$ cat config.mk
export PLATFORM = sky130hd
export DESIGN_NAME = tvs_ctrl
export DESIGN_NICKNAME = d
export VERILOG_FILES = /design/src/design/tvs_pkg.sv /design/src/design/tvs_ctrl.sv
export SDC_FILE = /design/constraint.sdc
export NUM_CORES = 1
export LEC_CHECK = 0
export BUFFER_PORTS_ARGS = -buffer_cell sky130_fd_sc_hd__buf_2
export CORE_AREA = 3 3 40 42
export DETAILED_ROUTE_END_ITERATION = 10
export DIE_AREA = 0 0 43 45
export PLACE_DENSITY = 0.61
export SETUP_SLACK_MARGIN = 0.05
export SLEW_MARGIN = 20
export SYNTH_ARGS = -nofsm -noshare
export SYNTH_HDL_FRONTEND = slang
export SYNTH_SLANG_ARGS = --single-unit
export TNS_END_PERCENT = 5
$ cat constraint.sdc
create_clock -name i_clk -period 1 [get_ports i_clk]
set_input_delay 0.05 -clock i_clk [delete_from_list [all_inputs] [get_ports i_clk]]
set_output_delay 0.05 -clock i_clk [all_outputs]
set_load 0.02 [all_outputs]
$ cat src/design/tvs_pkg.sv
// Shared types and constants for the trilinear voxel sampler.
package tvs_pkg;

    localparam int STORE_AW     = 15;
    localparam int STORE_DEPTH  = 1 << STORE_AW;
    localparam int VAL_W        = 16;
    localparam int COORD_W      = 16;
    localparam int DIM_REG_W    = 6;
    localparam int CFG_IDX_W    = 2;
    localparam int CORNERS      = 8;
    localparam int CORNER_W     = 3;
    localparam int MAX_DIM_DEF  = 32;
    localparam int FRAC_BITS_DEF = 8;

    localparam logic [DIM_REG_W-1:0] DIM_RESET = DIM_REG_W'(32);

    localparam logic [CFG_IDX_W-1:0] CFG_DIM_X = 2'd0;
    localparam logic [CFG_IDX_W-1:0] CFG_DIM_Y = 2'd1;
    localparam logic [CFG_IDX_W-1:0] CFG_DIM_Z = 2'd2;

    typedef enum logic [2:0] {
        S_IDLE,
        S_CLAMP,
        S_ROW,
        S_PLANE,
        S_READ,
        S_DRAIN,
        S_FIN
    } t_state;

    typedef struct packed {
        logic                capture;
        logic                store;
        logic                clamp;
        logic                row;
        logic                plane;
        logic                rd_en;
        logic [CORNER_W-1:0] rd_idx;
        logic                load_out;
    } t_cmd;

    typedef struct packed {
        logic done;
        logic out_full;
    } t_sts;

endpackage

$ cat src/design/tvs_ctrl.sv
// Sequencer for the trilinear voxel sampler: accept, setup, corner reads, result hand-off.
module tvs_ctrl
    import tvs_pkg::*;
(
    input  logic i_clk,
    input  logic i_rst_n,
    input  logic i_in_valid,
    input  logic i_mode,
    input  t_sts i_sts,
    output logic o_in_stall,
    output t_cmd o_cmd
);

    t_state              r_state;
    t_state              n_state;
    logic [CORNER_W-1:0] r_cnt;
    logic [CORNER_W-1:0] n_cnt;

    always_ff @(posedge i_clk) begin
        if (!i_rst_n) begin
            r_state <= S_IDLE;
            r_cnt   <= '0;
        end else begin
            r_state <= n_state;
            r_cnt   <= n_cnt;
        end
    end

    always_comb begin
        n_state = r_state;
        n_cnt   = '0;
        case (r_state)
            S_IDLE: begin
                if (i_in_valid && i_mode) n_state = S_CLAMP;
            end
            S_CLAMP: n_state = S_ROW;
            S_ROW:   n_state = S_PLANE;
            S_PLANE: n_state = S_READ;
            S_READ: begin
                n_cnt = r_cnt + CORNER_W'(1);
                if (r_cnt == CORNER_W'(CORNERS - 1)) n_state = S_DRAIN;
            end
            S_DRAIN: begin
                if (i_sts.done) n_state = S_FIN;
            end
            S_FIN: begin
                if (!i_sts.out_full) n_state = S_IDLE;
            end
            default: n_state = S_IDLE;
        endcase
    end

    always_comb begin
        o_cmd      = '0;
        o_in_stall = 1'b1;
        case (r_state)
            S_IDLE: begin
                o_in_stall    = 1'b0;
                o_cmd.capture = i_in_valid && i_mode;
                o_cmd.store   = i_in_valid && !i_mode;
            end
            S_CLAMP: o_cmd.clamp = 1'b1;
            S_ROW:   o_cmd.row   = 1'b1;
            S_PLANE: o_cmd.plane = 1'b1;
            S_READ: begin
                o_cmd.rd_en  = 1'b1;
                o_cmd.rd_idx = r_cnt;
            end
            S_DRAIN: o_cmd.load_out = 1'b0;
            S_FIN:   o_cmd.load_out = !i_sts.out_full;
            default: o_in_stall = 1'b1;
        endcase
    end

endmodule

# Word-level counts from Yosys, hierarchy flattened
# Cells that the tools add are included.
# Widths: inputs -> output; s select.
[word_totals]
elab_cells = 33
register_bits = 6
out_inout_bits = 11
[op_classes]
mux = 12
eq_ne = 11
n_reduce_logical = 7
add_sub_neg = 1
[ops]
columns = ["cell", "n"]
rows = [
  ["$pmux 3 s7", 1],
  ["$eq 3x3->1 const B", 4],
  ["$mux 3", 4],
  ["$ne 2x2->1 const B", 4],
  ["$eq 3x2->1 const B", 2],
  ["$mux 1", 5],
  ["$mux 4", 1],
  ["$reduce_and 4->1", 1],
  ["$add 3x1->3 const B", 1],
  ["$eq 3x1->1 const B", 1],
  ["$logic_not 3->1", 1],
  ["$logic_and 1x1->1", 2],
  ["$logic_not 1->1", 2],
  ["$mux 2", 1],
  ["$reduce_and 2->1", 1],
]

# Depth between registers and ports, before layout
# Gate-level depths: netlist of the first run.
[depth]
word_depth = 3
ltp_mapped = 4

# Least setup slack after synthesis of the first run
# Ideal clock, no wire load.
[synth_timing]
path_type = "reg-to-output"
from = "register r_state[1]"
to = "output o_cmd[0] (netlist name)"
stages_incl_launch_ff = 4
t_arrival_ps = 1220
n_path_buf = 1
t_required_ps = 950
path_slack_ps = -270
path_cell_list = "dfxtp_1 -> buf_4 -> inv_2 -> nor4_1"
[synth_rtl]
columns = ["element", "line", "text"]
rows = [
  ["from (decl)", "tvs_ctrl.sv:14", "t_state r_state;"],
  ["from (signal assigned)", "tvs_ctrl.sv:24", "r_state <= n_state;"],
  ["to (decl)", "tvs_ctrl.sv:11", "output t_cmd o_cmd"],
]

==> metrics.yaml, run 1 <==
status: "finished with violations"
violations: "negative setup slack"
hp-start: "i_rst_n"
gr-total-overflow: 0
r2r_slack_ps: -130
drive_above_1_share_pct: 64.7
std_cell_rows: 13
synth_area_leaders: "dfxtp_1, and3_1, ha_1"
final_antenna_net_count: 0
hold_path.class: "primary input to register"
drv_slew: 0
worstMarginPinSlew_ps: 244
synth.top_cell.area_share_pct: 31.5
die_w_um: 43
finalSetupViolCount: 15
fin_ws_ps: -253
initialDrtViolationCount: 3
p_per_area_nw_per_um2: 1060
dpl.hpwl_um: 680
fin_crit_ps: 1250
ys_seq_area_share_pct: 31.5
critical_path_class: "register to primary output"
ys_ff_latch: 6
dr.pass1.iters: 2
synthCells: 42
h-tree-depth: 1
drc: 0
cts_tree: "built"
rsz0062_at_grt: "yes"
cap_violations: 0
max_freq_mhz: 798
vias_per_cell: 4.60
whs_endpoint: "r_cnt[0]$_SDFF_PN0_"
antenna_found_initial: 0
clock_skew_ps: 1.80
grt_usage_pct: 11.5
start_kind: "register"
syn_area_um2: 382
num_vias: 382
syn-num-nets: 50
syn_area_per_cell_um2: 9.09
synth.largest_area_cell: "dfxtp_1"
die_h_um: 45
start_util_pct: 29.7
yosysWarnings: 0
grt_max_degree: 9
r2r_end: "r_state[0]$_SDFFE_PN0P_"
relSlewSlack_pct: 83.6
grt_pass1_wl_um: 1570
clk_path_buf_depth: 2
vdd_drop_max_mv: 0.557
cts_root_buf: "clkbuf_4"
clkTransAtPathRegs_ps: 40
cellLeakagePower_nw: 0.331
cts_buffers: 3
rr_worst_depth: 4
finalPower_w: 0.000677
worst_ep_required_time_ps: 950
finalCritPeriodShare_pct: 125
io_pins: 17
yosysUniqueCellTypes: 25
cp.arrival_ps: 1200
wl_um: 933
fillers: 119
synthToLayoutAreaGrowth_pct: 67.2
clock_sinks: 6
clk_latency_ps: 240
dp_slack_ps: -130
design.core.area_um2: 1280
wl_per_cell_um: 11.2
gp_congestion: 0.721
crit_path_end_kind: "primary output"
nNetsFinal: 78
die-area_um2: 1940
diodes: 0
hold_viol: 0
numPortBuffers: 16
holdPathStages: 3
setup_tns_ps: -2370
reg2reg_from: "r_cnt[0]$_SDFF_PN0_"
critPathMaxFanout: 5
grt_pass1_vias: 368
## synth_stat cells
master / instances
dfxtp_1: 6
and3_1: 5
and2_1: 3
ha_1: 2
inv_2: 2
nand2_1: 2
nor2_1: 2
nor3_1: 2
o21a_1: 2
a211oi_1: 1
a21boi_1: 1
a21oi_1: 1
a221oi_2: 1
and2b_1: 1
buf_2: 1
buf_4: 1
inv_1: 1
mux2i_1: 1
nand2b_1: 1
nor2b_1: 1
nor3_2: 1
nor3b_1: 1
nor3b_4: 1
nor4_1: 1
nor4b_2: 1
## worst max-delay path by stage
stage                              end  slack, ps  cells after the start                    start
2_1_floorplan                 o_cmd[1]       -110                      3  r_state[1]$_SDFFE_PN0P_
3_3_place_gp   r_state[0]$_SDFFE_PN0P_       -140                      4      r_cnt[0]$_SDFF_PN0_
3_5_place_dp   r_state[0]$_SDFFE_PN0P_       -130                      4      r_cnt[0]$_SDFF_PN0_
4_1_cts                       o_cmd[2]       -250                      3  r_state[0]$_SDFFE_PN0P_
5_1_grt                       o_cmd[8]       -330                      5  r_state[1]$_SDFFE_PN0P_
6_report                      o_cmd[8]       -250                      5  r_state[1]$_SDFFE_PN0P_
## cell usage in the layout (no fill, tap or decap), types with 2 or more instances in the layout
| master | n |
|---|---|
| and2_4 | 3 |
| and3_1 | 5 |
| buf_2 | 7 |
| buf_4 | 13 |
| buf_6 | 5 |
| clkbuf_4 | 3 |
| dfxtp_1 | 3 |
| dfxtp_2 | 2 |
| inv_2 | 2 |
| nand2_1 | 2 |
| nor2_1 | 2 |
| o21a_1 | 2 |
## worst max-delay path, stage by stage, from the launching register on
cell	delay, ps
dfxtp_2	350
buf_4	160
nor3_4	130
nand2_1	80
nor2_1	90
buf_4	150
## where the power goes
part / internal [W] / total, W / switching, W
sequential: 0.000250 / 0.000269 / 0.0000190
clock: 0.000136 / 0.000221 / 0.0000852
combinational: 0.0000933 / 0.000187 / 0.0000939
total: 0.000479 / 0.000677 / 0.000198
## metrics by stage
| stage | cells | hold slack [ps] | utilization [%] | area, µm² |
|---|---|---|---|---|
| floorplan | 42 | 145 | - | 403 |
| global placement | 79 | 327 | 42.5 | 546 |
| global route | 83 | 85.9 | 49.7 | 638 |
| CTS | 83 | 69.7 | 49.5 | 636 |
| finish | 83 | 74.0 | 49.7 | 638 |
| detailed placement | 79 | 328 | 42.5 | 546 |
## final cells by class
class	instances	area, µm²	area share [%]
well taps	15	18.8	2.94
multi-input cells	31	270	42.4
clock buffers	3	22.5	3.53
inverters	3	11.3	1.76
flip-flops and latches	6	126	19.8
repair buffers	25	189	29.6
## cells by family after synthesis
family                   synth area share, %
buffers and inverters                   6.23
AO/OA/AOI/OAI                           13.1
flip-flops                              31.5
AND/OR/NAND/NOR                         40.0
multiplexers                            2.62
adder cells (fa/ha/maj)                 6.56
## routing by layer
metal / routed length [µm] / GRT usage [%] / vias to the layer above
met5: 0 / 0 / -
met4: 41 / 12.7 / 0
met3: 28 / 2.39 / 4
met2: 458 / 15.9 / 10
met1: 405 / 14.1 / 169
li1: - / - / 199
## sequential cells by signal, summed over array words and instances (netlist names)
| register | cells |
|---|---|
| r_state | 3 |
| r_cnt | 3 |
## timing repair
| item | CTS | global route |
|---|---|---|
| buffers inserted | 1 | 0 |
| endpoints found under the setup margin | 17 | 17 |
| hold buffers | 0 | 0 |
| resized for setup | 19 | 1 |
| pin swaps | 7 | 1 |
Power figures use the tool's default switching activity.
==> inputs of run 2 (changes only) <==
- SKIP_LAST_GASP: not set -> 1
==> metrics.yaml, run 2 (same netlist as run 1, synthesis figures left out) <==
finalSetupViolCount: 16
power.switching_w: 0.000190
cap_violations: 0
clk_latency_ps: 240
cellLeakagePower_nw: 0.326
fin_crit_ps: 1240
p_seq_share_pct: 40.7
clkPwrFrac_pct: 32.3
clock_skew_ps: 2.47
relSlewSlack_pct: 83.6
netSwitchingFraction_pct: 28.6
finalCritPeriodShare_pct: 124
clk_path_buf_depth: 2
drv_slew: 0
wl_met2_um: 456
drc: 0
vias_per_cell: 4.57
dpl.hpwl_um: 680
clkTransAtPathRegs_ps: 40
wl_met1_um: 409
wl_um: 922
num_vias: 379
antenna_found_initial: 0
critPathMaxFanout: 5
gr-total-overflow: 0
placed_area_um2: 546
cts_root_buf: "clkbuf_4"
fillers: 122
h-tree-depth: 1
top_regs: "r_cnt (3), r_state (3)"
grt_usage_pct: 11.6
holdBufCountCts: 0
clock_sinks: 6
grt_pass1_vias: 366
cp.arrival_ps: 1190
worst_ep_required_time_ps: 950
diodes: 0
worstMarginPinSlew_ps: 244
finalPower_w: 0.000662
final_area_um2: 618
hold_path.class: "primary input to register"
setup_tns_ps: -2500
postLayoutCoreUtil_pct: 48.1
r2r_slack_ps: -130
p_int_w: 0.000472
initialDrtViolationCount: 6
crit_path_end_kind: "primary output"
comb_power_share_pct: 27.0
hold_viol: 0
die_w_um: 43
wl_met3_um: 25
final_antenna_net_count: 0
gp_congestion: 0.721
top_layer_used: "met4"
cts_tree: "built"
io_pins: 17
start_util_pct: 29.7
wl_per_cell_um: 11.1
die-area_um2: 1940
design.core.area_um2: 1280
nNetsFinal: 78
critical_path_class: "register to primary output"
start_kind: "register"
dr.pass1.iters: 2
grt_pass1_wl_um: 1590
synthToLayoutAreaGrowth_pct: 62.0
final_common_cell: "buf_2"
std_cell_rows: 13
max_freq_mhz: 804
numPortBuffers: 16
cts_buffers: 3
layout_common_cells: "buf_2, buf_4, and3_1, buf_6"
status: "finished with violations"
die_h_um: 45
p_per_area_nw_per_um2: 1070
fin_ws_ps: -243
violations: "negative setup slack"
drive_above_1_share_pct: 61.8
dp_slack_ps: -130
rsz0062_at_grt: "yes"
grt_max_degree: 9
vdd_drop_max_mv: 0.548
[run 2: cell count changes in the layout (fill, tap and decap cells not counted)]
cell	change
nor3_1	+1
nor3_2	-1
nor3b_1	+1
buf_4	-4
nor3b_2	-1
buf_2	+4
[run 2: worst paths after layout]
check	cells after the start	endpoint	from
max	5	o_cmd[8]	r_state[1]$_SDFFE_PN0P_
min	3	r_cnt[0]$_SDFF_PN0_	i_rst_n
max reg2reg	4	r_state[0]$_SDFFE_PN0P_	r_cnt[0]$_SDFF_PN0_
min reg2reg	2	r_cnt[0]$_SDFF_PN0_	r_cnt[0]$_SDFF_PN0_
[run 2: layout make-up]
cell class | instances | area (µm²) | share of cell area (%)
multi-input combinational | 31 | 260 | 42.1
sequential | 6 | 126 | 20.4
clock buffer | 3 | 22.5 | 3.64
inverter | 3 | 11.3 | 1.82
tap | 15 | 18.8 | 3.04
timing repair buffer | 25 | 179 | 28.9
[run 2: routing by layer]
metal | up-vias | global-route usage [%]
li1 | 203 | -
met1 | 166 | 14.4
met2 | 8 | 15.9
met3 | 2 | 2.39
met4 | 0 | 12.7
met5 | - | 0
[run 2: timing repair]
item	CTS	global route
setup endpoints to repair	17	17
pin swaps	7	0
resized for setup	14	0
setup buffers	1	0
[run 2: stage by stage]
stage / std cells / hold WS [ps]
2_1_floorplan: 42 / 145
3_3_place_gp: 79 / 327
3_5_place_dp: 79 / 328
4_1_cts: 83 / 69.7
5_1_grt: 83 / 85.9
6_report: 83 / 81.5
[run 2: power by group through the flow]
stage,logic [W],clock network (W),registers (W)
final,0.000179,0.000214,0.000269
after global routing,0.000197,0.000241,0.000271
after CTS,0.000179,0.000228,0.000269
after detailed placement,0.000164,0,0.000271
after global placement,0.000164,0,0.000271
after floorplan,0.000115,0,0.000259
[run 2: critical path: stages (launching register included)]
cell and delay (ps):
dfxtp_2 340, buf_4 160, nor3_4 130, nand2_1 80, nor2_1 90, buf_4 150
